===== config.mk =====
export PLATFORM = sky130hd
export DESIGN_NAME = hlc_cell
export DESIGN_NICKNAME = d
export VERILOG_FILES = /design/src/rtl/hlc_pkg.sv /design/src/rtl/hlc_cell.sv
export SDC_FILE = /design/constraint.sdc
export NUM_CORES = 1
export LEC_CHECK = 0
export CAP_MARGIN = 0
export CORE_MARGIN = 2
export CORE_UTILIZATION = 57
export CTS_CLUSTER_DIAMETER = 80
export CTS_CLUSTER_SIZE = 14
export DETAILED_ROUTE_END_ITERATION = 7
export DONT_BUFFER_PORTS = 1
export PLACE_DENSITY_LB_ADDON = 0.12
export SYNTH_ARGS = -nofsm -noshare
export SYNTH_HDL_FRONTEND = slang
export SYNTH_SLANG_ARGS = --single-unit

===== constraint.sdc =====
create_clock -name clk -period 7.1 [get_ports clk]
set_input_delay 1.775 -clock clk [delete_from_list [all_inputs] [get_ports clk]]
set_output_delay 1.775 -clock clk [all_outputs]
set_load 0.03 [all_outputs]

===== src/rtl/hlc_pkg.sv =====
// ============================================================================
// hlc_pkg - shared types and constants for the Hamming leader clustering block
// Holds field widths, register indexes, the controller states and the structs
// that travel between the controller and the row of parent cells.
// ============================================================================
package hlc_pkg;

	localparam int WORD_W     = 64;
	localparam int ACC_W      = 11;
	localparam int IDX_W      = 8;
	localparam int KMER_W     = 11;
	localparam int THR_W      = 11;
	localparam int TOTAL_W    = 16;
	localparam int SEQ_W      = 16;
	localparam int CFG_IDX_W  = 2;
	localparam int CFG_DATA_W = 16;

	localparam logic [ACC_W-1:0] ACC_MAX = {ACC_W{1'b1}};

	localparam logic [CFG_IDX_W-1:0] REG_BIT_COUNT     = 2'd0;
	localparam logic [CFG_IDX_W-1:0] REG_THRESHOLD     = 2'd1;
	localparam logic [CFG_IDX_W-1:0] REG_SEQ_TOTAL     = 2'd2;
	localparam logic [CFG_IDX_W-1:0] REG_COMPRESS      = 2'd3;

	typedef enum logic [2:0] {
		ST_RUN,
		ST_LAST,
		ST_SCAN,
		ST_COPY,
		ST_FINISH
	} state_t;

	// best candidate so far, handed from cell to cell during the scan
	typedef struct packed {
		logic             found;
		logic [IDX_W-1:0] idx;
		logic [ACC_W-1:0] distance;
	} cand_t;

	// controls broadcast from the controller to every cell
	typedef struct packed {
		logic             acc_en;
		logic             acc_clr;
		logic             wr_en;
		logic [IDX_W-1:0] wr_slot;
		logic [THR_W-1:0] threshold;
	} cell_ctrl_t;

endpackage


===== src/rtl/hlc_cell.sv =====
// ============================================================================
// hlc_cell - one parent slot of the clustering row
// Stores one parent row, accumulates its distance to the streaming row and
// updates the best candidate handed in from the previous cell.
// ============================================================================
module hlc_cell #(
	parameter int IDX       = 0,
	parameter int ROW_WORDS = 16,
	parameter int WW        = 4
) (
	input  logic                         clk,
	input  logic                         arst_n,
	input  hlc_pkg::cell_ctrl_t          ctrl,
	input  logic                         active,
	input  logic [hlc_pkg::WORD_W-1:0]   word_s1,
	input  logic [WW-1:0]                rd_addr,
	input  logic [WW-1:0]                wr_addr,
	input  logic [hlc_pkg::WORD_W-1:0]   wr_data,
	input  hlc_pkg::cand_t               cand_in,
	output hlc_pkg::cand_t               cand_out
);

	logic [hlc_pkg::WORD_W-1:0] mem [ROW_WORDS];
	logic [hlc_pkg::WORD_W-1:0] rd_q;
	logic [hlc_pkg::ACC_W-1:0]  acc_q;
	logic [hlc_pkg::ACC_W-1:0]  acc_d;
	logic [hlc_pkg::ACC_W:0]    sum;
	logic [6:0]                 ones;
	logic [hlc_pkg::WORD_W-1:0] diff;
	logic                       take;
	hlc_pkg::cand_t             cand_q;

	always_ff @(posedge clk) begin
		if (ctrl.wr_en && ctrl.wr_slot == hlc_pkg::IDX_W'(IDX)) begin
			mem[wr_addr] <= wr_data;
		end
		rd_q <= mem[rd_addr];
	end

	always_comb begin
		diff = word_s1 ^ rd_q;
		ones = '0;
		for (int b = 0; b < hlc_pkg::WORD_W; b++) begin
			ones = ones + 7'(diff[b]);
		end
		sum   = {1'b0, acc_q} + (hlc_pkg::ACC_W + 1)'(ones);
		acc_d = sum[hlc_pkg::ACC_W] ? hlc_pkg::ACC_MAX : sum[hlc_pkg::ACC_W-1:0];
		take  = active && (acc_q <= ctrl.threshold) &&
		        (!cand_in.found || acc_q < cand_in.distance);
	end

	always_ff @(posedge clk or negedge arst_n) begin
		if (!arst_n) begin
			acc_q  <= '0;
			cand_q <= '0;
		end else begin
			if (ctrl.acc_clr) begin
				acc_q <= '0;
			end else if (ctrl.acc_en) begin
				acc_q <= acc_d;
			end
			// take over the candidate when this active parent is within the threshold and strictly closer
			if (take) begin
				cand_q.found    <= 1'b1;
				cand_q.idx      <= hlc_pkg::IDX_W'(IDX);
				cand_q.distance <= acc_q;
			end else begin
				cand_q <= cand_in;
			end
		end
	end

	assign cand_out = cand_q;

endmodule


# [Word-level counts from Yosys, hierarchy flattened]
# Memory sizes are Yosys's and may differ from the RTL's. A register that Yosys moved wholly into a read port is not among the register bits.
# Cells that the tools add are included.
[op_classes] mux=6 n_lt_le_gt_ge=2 bitwise_logic=1 n_reduce_logical=7 addsub=64
[op_table] cell="adder 7 x 1 -> 7 bit" count=57
[op_table] cell="bitwise XOR 64 bit" count=1
[op_table] cell="2-to-1 mux 11 bit" count=3
[op_table] cell="2-to-1 mux 20 bit" count=1
[op_table] cell="adder 11 x 7 -> 12 bit" count=1
[op_table] cell="<= comparator 11 bit" count=1
[op_table] cell="< comparator 11 bit" count=1
[op_table] cell="logical NOT 8 bit" count=1
[op_table] cell="adder 6 x 1 -> 7 bit" count=1
[op_table] cell="adder 5 x 1 -> 6 bit" count=1
[op_table] cell="adder 4 x 1 -> 5 bit" count=1
[op_table] cell="adder 3 x 1 -> 4 bit" count=1
[op_table] cell="adder 2 x 1 -> 3 bit" count=1
[op_table] cell="logical AND 1 bit" count=3
[op_table] cell="adder 1 x 1 -> 2 bit" count=1
[op_table] cell="2-to-1 mux 1 bit" count=2
[op_table] cell="nonzero test 2 bit" count=1
[op_table] cell="logical NOT 1 bit" count=1
[op_table] cell="logical OR 1 bit" count=1
[totals] out_inout_bits=20 elab_cells=85 register_bits=31 in_bits=181 ram_bits=1024 mem_count=1
[mem_list] memory="mem" depth=16 word_bits=64 rd=1 rd_ports_with_merged_regs=1 wr=1 line="hlc_cell.sv:23" rtl="logic [hlc_pkg::WORD_W-1:0] mem [ROW_WORDS];"

# [Logic depth before layout (Yosys ltp)]
# Gate-level depths: netlist of the first run.
[logic_depth] depth_word=68 ltp_mapped=22 depth_no_buf=22

# [Worst setup path after synthesis of the first run]
# OpenSTA, ideal clock, no wires.
[synth_path] path_type="input to register" start="input port word_s1[44] in the netlist's numbering" end="register acc_q[10] in the netlist's numbering" slack_ns=-1.163 setup_time_ns=0.136 cell_stages=22 arrival_time_ns=8.127 required_time_ns=6.964 cell_sequence="xnor2_1 > fa_1 > inv_1 > fa_1 > inv_1 > fa_1 > fa_1 > inv_1 > fa_1 > fa_1 > inv_1 > fa_1 > inv_1 > fa_1 > fa_1 > fa_1 > a21o_1 > a221oi_1 > o21ai_0 > or2_2 > a31oi_1 > nor3_1"
[synth_via] elab_chain_cells=25
[synth_rtl] item="start: declaration" line="hlc_cell.sv:15" rtl="input logic [hlc_pkg::WORD_W-1:0] word_s1,"
[synth_rtl] item="bitwise XOR 64 bit" line="hlc_cell.sv:41" rtl="diff = word_s1 ^ rd_q;"
[synth_rtl] item="adder 7 x 1 -> 7 bit (20 in series)" line="hlc_cell.sv:44" rtl="ones = ones + 7'(diff[b]);"
[synth_rtl] item="adder 11 x 7 -> 12 bit" line="hlc_cell.sv:46" rtl="sum = {1'b0, acc_q} + (hlc_pkg::ACC_W + 1)'(ones);"
[synth_rtl] item="2-to-1 mux 11 bit" line="hlc_cell.sv:47" rtl="acc_d = sum[hlc_pkg::ACC_W] ? hlc_pkg::ACC_MAX : sum[hlc_pkg::ACC_W-1:0];"
[synth_rtl] item="2-to-1 mux 11 bit" line="hlc_cell.sv:59" rtl="end else if (ctrl.acc_en) begin"
[synth_rtl] item="2-to-1 mux 11 bit" line="hlc_cell.sv:57" rtl="if (ctrl.acc_clr) begin"
[synth_rtl] item="end signal: assignment" line="hlc_cell.sv:54" rtl="acc_q <= '0;"
[synth_rtl] item="end signal: assignment" line="hlc_cell.sv:58" rtl="acc_q <= '0;"
[synth_rtl] item="end signal: assignment" line="hlc_cell.sv:60" rtl="acc_q <= acc_d;"
[synth_rtl] item="end: declaration" line="hlc_cell.sv:25" rtl="logic [hlc_pkg::ACC_W-1:0] acc_q;"
# No other way between the ends. The select of a mux whose other input is x is not followed.
# A chain may end at the register's enable or synchronous reset.

# [Worst setup path after layout of the first run]
[layout_path] start="input port word_s1[46] in the netlist's numbering" end="register acc_q[8] in the netlist's numbering"
[layout_via] elab_chain_cells=23
[layout_rtl] item="bitwise XOR 64 bit" line="hlc_cell.sv:41"
[layout_rtl] item="adder 7 x 1 -> 7 bit (18 in series)" line="hlc_cell.sv:44"
[layout_rtl] item="adder 11 x 7 -> 12 bit" line="hlc_cell.sv:46"
[layout_rtl] item="2-to-1 mux 11 bit" line="hlc_cell.sv:47"
[layout_rtl] item="2-to-1 mux 11 bit" line="hlc_cell.sv:59"
[layout_rtl] item="2-to-1 mux 11 bit" line="hlc_cell.sv:57"
# No other way between the ends. The select of a mux whose other input is x is not followed.

==> implementation parameters, run 1 <==
Parameter                              Value

Place
  Half-perimeter wire length of the detailed placement result    49000 µm
  Number of port buffers    0
  Number of placed instances with taps included    2892
  Placer's final routability congestion estimate    0.770

Clocking
  Library cell used as clock root buffer    sky130_fd_sc_hd__clkbuf_16
  CTS H-tree depth    3
  Worst-skew pair later-pin latency    0.64 ns
  Maximum clock path buffer count    3
  Num CTS Buffers    90
  Clock tree from TritonCTS    done
  Post-CTS clock slew at the launch and capture registers of the worst setup and hold paths    0.07 ns
  Clock tree sinks    1119

Power
  Sequential group share of total power    31.5%
  Comb power frac    48.8%
  Total leakage power    15.5 nW
  Total power of the final layout    23.4 mW
  Power density over cell area    487 nW/µm²
  Maximum resistive drop on vdd    2690 µV
  Internal Dissipation    15.5 mW
  Clock network fraction of total power    19.7%
  Sw power    7.92 mW
  Switching part of the total power    33.8%

Hold path
  Class of the worst hold path    reg2reg

Synthesis
  Proportion of register bits with asynchronous set or reset after synthesis    2.77%
  Post-Syn Instances    1891
  Summed instance area of the synthesized netlist    43900 µm²
  Most used standard cells in the synthesized netlist    sky130_fd_sc_hd__edfxtp_1, sky130_fd_sc_hd__mux4_2, sky130_fd_sc_hd__inv_1
  Count of unique library cells instantiated by Yosys    48
  Sequential element share of the synthesized area    74.8%
  Count leader, synth    sky130_fd_sc_hd__edfxtp_1
  Number of enable-type register cells in the synthesized netlist    1024
  Average cell area after synthesis    23.2 µm²
  Biggest area consumer among synthesized cells    sky130_fd_sc_hd__edfxtp_1
  Most used DFF post-synth    sky130_fd_sc_hd__edfxtp_1
  Seq cells post-synth    1119
  Post-synth top area share    70.1%
  Syn Nets    2177
  Yosys warning count    0
  Largest cells by area after synthesis    sky130_fd_sc_hd__edfxtp_1, sky130_fd_sc_hd__mux4_2, sky130_fd_sc_hd__dfxtp_1, sky130_fd_sc_hd__fa_1, sky130_fd_sc_hd__dfrtp_1

Routing
  Iteration count of the initial detailed-routing pass    5
  Via count    19300
  Post-detailed-route count of antenna-violating nets    0
  Aggregate routed wire length    94800 µm
  Number of violations reported at the end of detailed-routing iteration 0    2127
  Post-detailed-route wirelength per cell    31.0 µm
  Remaining DRCs    0
  Vias per std cell    6.30

Timing
  Final hold violations    0
  Fmax achieved    133 MHz
  Setup repair after global routing missed its margin    yes
  Final Max Tran Viols    0
  Count of final setup violators    11
  Worst-case setup margin in the final layout    -0.415 ns
  Worst setup skew after layout    0.0185 ns
  Transition time at the pin with the least slew margin    1.28 ns
  Max_slew headroom    14.6%
  Hold_ws    0.634 ns
  Min cycle time layout    7.51 ns
  Fin crit share    106%

GRT
  First-pass GRT wire length    138000 µm
  Initial antenna violation count    1
  All-layer global routing usage    24.7%
  Global route total overflow    0
  Number of global-route vias before repair    20400
  Largest net degree at the start of global routing    257

Setup path
  Worst path cell trace    xor2_4 -> fa_1 -> fa_2 -> fa_1 -> inv_2 -> fa_1 -> fa_1 -> inv_2 -> fa_1 -> inv_1 -> fa_1 -> inv_2 -> fa_1 -> fa_2 -> fa_2 -> a21o_1 -> a221oi_4 -> o21bai_1 -> a21oi_2 -> xor2_1 -> a211oi_2
  Element type at the critical path start    input port
  Worst EP required    7.62 ns
  Maximum fanout encountered on the critical timing path    3
  Critical path class    in2reg
  Max incr delay on CP    0.57 ns
  Cell with the biggest individual delay on the critical path    sky130_fd_sc_hd__fa_1
  Crit path top cell by count    sky130_fd_sc_hd__fa_1
  Worst path arrival time    8.03 ns
  Type of destination of the critical path    register

Final layout
  Fill count    5216
  NumNets Final    2243
  Finished Core Util    63.3%
  Area grow syn2layout    9.76%
  Share of post-route cells with drive strength above 1    26.4%
  Fin cells    3061

Floorplan
  Starting Density    57.7%
  I/O pin count    201
  Die width    281 µm
  Floorplan Core Area    76100 µm²
  Total die area    79200 µm²
  Num rows    101
  Floorplan die height    281 µm

Run status
  Violations in the final reports    setup timing
  Run status    complete, but fails checks

Job
  Number of max-cap violations    0
## cells by family after synthesis
logic type	share of synthesized area, %
flops	74.8
buf+inv	1.48
simple gates	0.899
compound gates	0.722
xor+xnor	1.42
fa+ha+maj	3.95
mux	16.7
## per-stage QoR
step / setup TNS, ns / setup WS (ns) / cell area, µm²
finish: -3.08 / -0.415 / 48100
global route: -4.62 / -0.595 / 48100
CTS: -2.92 / -0.430 / 48000
detailed placement: -12.21 / -1.32 / 45400
global placement: -11.43 / -1.28 / 45400
floorplan: -6.03 / -0.790 / 43900
## placed cells by master (no fill, tap or decap), drive strengths merged, types with 4 or more instances in the layout
master  synthesis  layout
a211oi         10      10
a21o            4       4
a21oi           8       8
and2            8       8
and3            4       4
buf            46      49
clkbuf         29     161
dfrtp          31      31
dfxtp          64      64
edfxtp       1024    1024
fa             56      56
ha             49      49
inv            71      74
mux2           11      11
mux4          320     320
nand2           4       4
nand2b          5       5
nand3           4       4
nand4           5       5
nor2           31      31
nor3            8       8
o21ai           5       5
xnor2          23      23
xor2           48      48
## what timing repair did
item                                    4_1_cts  5_1_grt
endpoints found under the setup margin       11       11
gates resized for setup                      18       19
pin swaps                                    11       10
cloned                                        0        1
buffers inserted                              3        1
hold buffers                                  0        0
## path summary, 6_finish.rpt
check	cells past startpoint	slack [ns]	startpoint	to
max	21	-0.41	word_s1[46]	acc_q[8]
min	1	0.63	acc_q[1]	cand_out[1]
max reg2reg	21	0.28	rd_q[46]	acc_q[8]
min reg2reg	1	0.63	acc_q[1]	cand_out[1]
max in group asynchronous	0	6.19	arst_n	acc_q[9]
min in group asynchronous	0	0.83	arst_n	acc_q[2]
## per-layer routing
layer | global-route usage [%] | share of wire, % | wire [µm] | up-vias
met4 | 5.33 | 1.9 | 1830 | 2
met1 | 36.1 | 41 | 38400 | 10500
met2 | 39.2 | 49 | 46200 | 771
met3 | 5.62 | 8.7 | 8270 | 124
li1 | - | - | - | 7920
met5 | 0 | 0.014 | 13 | -
## registers in the layout (all words and copies together), names as in the netlist
| signal | count |
|---|---|
| acc_q | 11 |
| mem | 1024 |
| rd_q | 64 |
| cand_out | 20 |
## power groups by stage
stage	sequential (mW)	clock, mW	combinational, mW
after floorplan	7.51	0	7.29
after global placement	7.53	0	10.4
after detailed placement	7.53	0	10.7
after CTS	7.39	4.70	11.4
after global routing	7.39	4.94	12.4
final	7.38	4.62	11.4
## cell type report
cell class	instances	area (µm²)	share of cell area [%]
Clock buffer	161	2550	5.30
Tap cell	1030	1290	2.68
Multi-Input combinational cell	626	10700	22.3
Sequential cell	1119	32800	68.1
Clock inverter	4	42.5	0.0884
Timing Repair Buffer	49	459	0.954
Antenna cell	1	2.50	0.00520
Inverter	71	267	0.554
## worst max-delay path, delay by kind of cell
kind | cells | cell delay (ns)
AOI/OAI and AO/OA | 5 | 0.88
xor gates and xnor gates | 2 | 0.32
adders and majority gates | 10 | 4.86
buffers and inverters | 4 | 0.18
(Power assumes the default switching activity.)
==> run 2: changes to the inputs <==
--- a/config.mk
+++ b/config.mk
@@ -6,6 +6,7 @@
 export NUM_CORES = 1
 export LEC_CHECK = 0
 export CAP_MARGIN = 0
+export CORE_ASPECT_RATIO = 0.9
 export CORE_MARGIN = 2
 export CORE_UTILIZATION = 57
 export CTS_CLUSTER_DIAMETER = 80
==> run 2 against run 1 <==
Net effect: the flow still finishes with violations (setup timing); flip-flop and latch count stayed put; non-clock buffer count grew 4; first-iteration DRC count fell by 13%; wire length down 0.84%; largest cell class unchanged; largest power group unchanged.
==> implementation parameters, run 2 (synthesized netlist as in run 1, its figures left out) <==
Parameter                              Value

Job
  Number of max-cap violations    0

Hold path
  Startpoint of the lowest-slack hold path    acc_q[0]
  Class of the worst hold path    reg2reg

Floorplan
  Starting Density    57.5%
  Floorplan die height    267 µm
  I/O pin count    201
  Num rows    96
  Total die area    79200 µm²
  Die width    296 µm
  Floorplan Core Area    76300 µm²

Clocking
  Library cell used as clock root buffer    sky130_fd_sc_hd__clkbuf_16
  Clock tree sinks    1119
  Clock tree from TritonCTS    done
  Num CTS Buffers    90
  CTS H-tree depth    3
  Post-CTS clock slew at the launch and capture registers of the worst setup and hold paths    0.07 ns
  Worst-skew pair later-pin latency    0.65 ns
  Maximum clock path buffer count    3

Timing
  Fin crit share    106%
  Transition time at the pin with the least slew margin    1.07 ns
  Worst setup skew after layout    0.0186 ns
  Hold_ws    0.637 ns
  Setup repair after global routing missed its margin    yes
  Count of final setup violators    11
  Fmax achieved    132 MHz
  Worst-case setup margin in the final layout    -0.452 ns
  Min cycle time layout    7.55 ns
  Final hold violations    0
  Final Max Tran Viols    0
  Max_slew headroom    28.3%

Setup path
  Critical path class    in2reg
  Type of destination of the critical path    register
  Worst r2r dst    acc_q[10]
  Worst EP required    7.63 ns
  Element type at the critical path start    input port
  Origin of the worst setup path    word_s1[58]
  Capturing element of the worst setup path    acc_q[10]
  Maximum fanout encountered on the critical timing path    3
  Startpoint of the most critical register-to-register path    rd_q[46]
  Worst reg-to-reg setup slack    0.28 ns
  Worst path arrival time    8.08 ns
  Number of cell instances on the worst register-to-register path    21

Power
  Maximum resistive drop on vdd    2890 µV
  Clock network fraction of total power    19.1%
  Comb power frac    50.5%
  Power density over cell area    505 nW/µm²
  Sequential group share of total power    30.4%
  Switching part of the total power    33.2%
  Sw power    8.08 mW
  Internal Dissipation    16.3 mW
  Total leakage power    15.5 nW

Place
  Placer's final routability congestion estimate    0.772
  Number of placed instances with taps included    2892
  Half-perimeter wire length of the detailed placement result    48200 µm
  Number of port buffers    0

Final layout
  NumNets Final    2247
  Number of antenna cells inserted    0
  Share of post-route cells with drive strength above 1    26.5%
  Fill count    5074
  Area grow syn2layout    9.81%
  Highest-count cells in the layout ignoring fill and taps    sky130_fd_sc_hd__edfxtp_1, sky130_fd_sc_hd__mux4_2, sky130_fd_sc_hd__clkbuf_16
  Leading cell type in the layout, fill and taps excluded    sky130_fd_sc_hd__edfxtp_1
  Fin cells    3065
  Max FFs per register    1024
  Most flop-heavy register    mem

Routing
  Number of violations reported at the end of detailed-routing iteration 0    1841
  Remaining DRCs    0
  Aggregate routed wire length    94000 µm
  Iteration count of the initial detailed-routing pass    5
  Post-detailed-route count of antenna-violating nets    0
  Via count    19200
  Vias per std cell    6.25
  Post-detailed-route wirelength per cell    30.7 µm

GRT
  Largest net degree at the start of global routing    257
  First-pass GRT wire length    136000 µm
  Global route total overflow    0
  Number of global-route vias before repair    20300
  All-layer global routing usage    24.5%
  Initial antenna violation count    1

Run status
  Run status    complete, but fails checks
  Violations in the final reports    setup timing
[run 2: power by group through the flow]
stage	combinational (mW)	clock, mW	sequential (mW)
after floorplan	7.29	0	7.51
after global placement	10.6	0	7.53
after detailed placement	11.0	0	7.53
after CTS	11.8	4.74	7.38
after global routing	13.1	4.99	7.39
final	12.3	4.65	7.39
[run 2: how the worst min path moves through the flow]
stage / slack (ns) / depth (start not counted) / end
finish: 0.64 / 1 / cand_out[0]
global route: 0.66 / 1 / cand_out[0]
CTS: 0.64 / 1 / cand_out[0]
detailed placement: 0.62 / 1 / cand_out[0]
global placement: 0.62 / 1 / cand_out[0]
floorplan: 0.56 / 1 / cand_out[1]
[run 2: per-stage QoR]
step                      TNS (ns)  utilization, %  power [mW]  area, µm²  setup WS (ns)
after detailed placement    -11.74            59.4        18.5      45300          -1.26
after CTS                    -2.76            63.0        23.9      48100         -0.376
after global routing         -5.65            63.1        25.4      48200         -0.594
after global placement      -11.13            59.4        18.1      45300          -1.27
final                        -4.28            63.1        24.3      48200         -0.452
after floorplan              -6.03               -        14.8      43900         -0.790
[run 2: timing repair]
item / in CTS / in global routing
resized for setup: 24 / 9
setup endpoints to repair: 11 / 11
hold buffers: 0 / 0
cloned: 1 / 0
endpoints found under the hold margin: 0 / 0
setup buffers: 3 / 3
pin swaps: 8 / 6
[run 2: routing by layer]
layer | track usage, % | share of wire (%) | up-vias
met5 | 0 | 0.014 | -
met2 | 38.7 | 48 | 777
li1 | - | - | 7949
met4 | 5.64 | 2.2 | 2
met1 | 35.3 | 41 | 10300
met3 | 5.92 | 8.7 | 129
[run 2: critical path: stages]
cell and delay [ns]:
sky130_fd_sc_hd__xor2_1 0.17, sky130_fd_sc_hd__fa_2 0.53, sky130_fd_sc_hd__fa_1 0.58, sky130_fd_sc_hd__inv_2 0.08, sky130_fd_sc_hd__fa_1 0.50, sky130_fd_sc_hd__fa_1 0.43, sky130_fd_sc_hd__fa_1 0.50, sky130_fd_sc_hd__inv_2 0.05
sky130_fd_sc_hd__fa_1 0.54, sky130_fd_sc_hd__inv_1 0.05, sky130_fd_sc_hd__fa_1 0.49, sky130_fd_sc_hd__inv_2 0.05, sky130_fd_sc_hd__fa_1 0.49, sky130_fd_sc_hd__fa_2 0.39, sky130_fd_sc_hd__fa_2 0.36, sky130_fd_sc_hd__a21o_1 0.21
sky130_fd_sc_hd__a221oi_2 0.30, sky130_fd_sc_hd__o21ai_1 0.12, sky130_fd_sc_hd__or2_4 0.24, sky130_fd_sc_hd__a31oi_2 0.15, sky130_fd_sc_hd__nor3_2 0.06
[run 2: layout make-up]
class / count / area [µm²] / share of cell area, %
inverter: 71 / 267 / 0.553
tap: 1029 / 1290 / 2.67
timing repair buffer: 53 / 452 / 0.938
clock inverter: 7 / 83.8 / 0.174
multi-input combinational: 626 / 10700 / 22.2
sequential: 1119 / 32800 / 68.1
clock buffer: 160 / 2560 / 5.31
==> run 3: changes to the inputs <==
--- a/config.mk
+++ b/config.mk
@@ -13,7 +13,7 @@
 export CTS_CLUSTER_SIZE = 14
 export DETAILED_ROUTE_END_ITERATION = 7
 export DONT_BUFFER_PORTS = 1
-export PLACE_DENSITY_LB_ADDON = 0.12
+export PLACE_DENSITY = 0.74
 export SYNTH_ARGS = -nofsm -noshare
 export SYNTH_HDL_FRONTEND = slang
 export SYNTH_SLANG_ARGS = --single-unit
==> run 3 against run 2 <==
Net effect: global-route usage fell by 0.23 points; maximum frequency fell by 1.7%; largest cell class unchanged; the flow still finishes with violations (setup timing); largest power group unchanged; highest routed layer unchanged; combinational power rose by 9%; critical endpoint is now acc_q[8]; clock power fell by 2%.
==> implementation parameters, run 3 (synthesized netlist as in run 1, its figures left out) <==
Parameter                              Value

Setup path
  Type of destination of the critical path    register
  Startpoint of the most critical register-to-register path    rd_q[56]
  Worst r2r dst    acc_q[8]
  Crit path top cell by count    sky130_fd_sc_hd__fa_1
  Cell with the biggest individual delay on the critical path    sky130_fd_sc_hd__fa_1
  Origin of the worst setup path    word_s1[46]
  Worst path cell trace    xor2_2 -> fa_1 -> fa_2 -> fa_1 -> inv_1 -> fa_1 -> fa_1 -> inv_2 -> fa_1 -> inv_1 -> fa_1 -> inv_2 -> fa_1 -> fa_2 -> fa_2 -> a21o_1 -> a221oi_4 -> o21bai_1 -> a21oi_1 -> xor2_1 -> a211oi_1
  Worst path arrival time    8.22 ns
  Maximum fanout encountered on the critical timing path    3
  Max incr delay on CP    0.62 ns
  Worst EP required    7.64 ns
  Number of cell instances on the worst register-to-register path    23
  Worst reg-to-reg setup slack    0.18 ns
  Element type at the critical path start    input port
  Critical path class    in2reg
  Capturing element of the worst setup path    acc_q[8]

Run status
  Violations in the final reports    setup timing
  Run status    complete, but fails checks

Timing
  Transition time at the pin with the least slew margin    1.16 ns
  Final Max Tran Viols    0
  Max_slew headroom    22.6%
  Worst setup skew after layout    0.0179 ns
  Fmax achieved    130 MHz
  Setup repair after global routing missed its margin    yes
  Min cycle time layout    7.68 ns
  Hold_ws    0.637 ns
  Fin crit share    108%
  Final hold violations    0
  Count of final setup violators    11
  Worst-case setup margin in the final layout    -0.581 ns
  Setup Total Neg Slack    -4.24 ns

Hold path
  Number of stages on the worst hold path    1
  Class of the worst hold path    reg2reg

Power
  Total leakage power    15.5 nW
  Maximum resistive drop on vdd    2670 µV
  Total power of the final layout    25.3 mW
  Power density over cell area    526 nW/µm²

Place
  Number of port buffers    0
  Half-perimeter wire length of the detailed placement result    49700 µm
  Placer's final routability congestion estimate    0.777
  Dpl cell area    45400 µm²

Clocking
  Num CTS Buffers    89
  CTS H-tree depth    3
  Clock tree from TritonCTS    done
  Worst-skew pair later-pin latency    0.64 ns
  Library cell used as clock root buffer    sky130_fd_sc_hd__clkbuf_16
  Post-CTS clock slew at the launch and capture registers of the worst setup and hold paths    0.07 ns
  Clock tree sinks    1119
  Maximum clock path buffer count    3

Routing
  Number of violations reported at the end of detailed-routing iteration 0    2470
  Remaining DRCs    0
  Aggregate routed wire length    93500 µm
  Post-detailed-route wirelength per cell    30.5 µm
  Vias per std cell    6.30
  Post-detailed-route count of antenna-violating nets    0
  Via count    19300
  Iteration count of the initial detailed-routing pass    7

Job
  Number of max-cap violations    0

Floorplan
  Total die area    79200 µm²
  I/O pin count    201
  Floorplan Core Area    76300 µm²
  Num rows    96
  Floorplan die height    267 µm
  Starting Density    57.5%
  Die width    296 µm

Final layout
  Multi-input gate area    10700 µm²
  NumNets Final    2251
  Most flop-heavy register    mem
  Share of post-route cells with drive strength above 1    26.4%
  Fill count    4923
  Max FFs per register    1024
  Area grow syn2layout    9.80%
  Highest-count cells in the layout ignoring fill and taps    sky130_fd_sc_hd__edfxtp_1, sky130_fd_sc_hd__mux4_2, sky130_fd_sc_hd__clkbuf_16
  Leading cell type in the layout, fill and taps excluded    sky130_fd_sc_hd__edfxtp_1
  Final Instance Area    48200 µm²
  Register cell area after layout    32800 µm²

GRT
  Number of global-route vias before repair    20400
  Largest net degree at the start of global routing    257
  Global route total overflow    0
  Initial antenna violation count    4
  First-pass GRT wire length    136000 µm
  All-layer global routing usage    24.3%
==> run 3: cell types whose count changed in the layout (fill, tap and decap cells not counted), moves of 4 or more <==
cell | previous run | this run
sky130_fd_sc_hd__fa_1 | 47 | 52
sky130_fd_sc_hd__fa_2 | 9 | 4
sky130_fd_sc_hd__xor2_1 | 41 | 45
sky130_fd_sc_hd__a211oi_1 | 9 | 3
sky130_fd_sc_hd__a211oi_2 | 1 | 7
==> run 3: how the worst min path moves through the flow <==
stage / startpoint / to / slack [ns]
floorplan: acc_q[1] / cand_out[1] / 0.56
global route: acc_q[2] / cand_out[2] / 0.69
finish: acc_q[0] / cand_out[0] / 0.64
global placement: acc_q[5] / cand_out[5] / 0.62
CTS: acc_q[2] / cand_out[2] / 0.65
detailed placement: acc_q[5] / cand_out[5] / 0.63
==> run 3: area by class of cell <==
type                       count  area share, %
clock inverter                 5          0.153
sequential                  1119           68.1
inverter                      71          0.553
antenna                        1        0.00520
tap                         1029           2.67
multi-input combinational    626           22.2
clock buffer                 156           5.19
timing repair buffer          58           1.06
==> run 3: repair_timing <==
item | CTS | global route
pin swaps | 10 | 13
resized for setup | 14 | 22
buffers inserted | 7 | 4
cloned | 1 | 0
hold buffers | 0 | 0
setup endpoints to repair | 11 | 11
endpoints found under the hold margin | 0 | 0
==> run 3: stage by stage <==
step	setup WS, ns	std cells	utilization (%)
3_5_place_dp	-1.42	2895	59.5
5_1_grt	-0.752	3064	63.1
4_1_cts	-0.534	3063	63.0
3_3_place_gp	-1.34	2895	59.5
2_1_floorplan	-0.790	1891	-
6_report	-0.581	3065	63.1
==> run 3: routing by layer <==
layer  GRT usage, %  wire length, µm  up-vias
met1           34.5            37000    10300
met4           5.47             1830        4
li1               -                -     7946
met3           7.64            10400      118
met5              0               26        -
met2           37.6            44200      917
==> run 3: worst max-delay path, delay by kind of cell <==
family / cells / cell delay, ns
buffers and inverters: 4 / 0.20
adders and majority gates: 10 / 4.91
xor gates and xnor gates: 2 / 0.28
AOI/OAI and AO/OA: 5 / 1.05
==> run 3: power by group <==
group / internal [mW] / leakage (nW) / switching, mW
Sequential: 7.28 / 10.1 / 0.101
Clock: 2.39 / 1.22 / 2.17
Combinational: 6.84 / 4.16 / 6.57
Total: 16.5 / 15.5 / 8.83
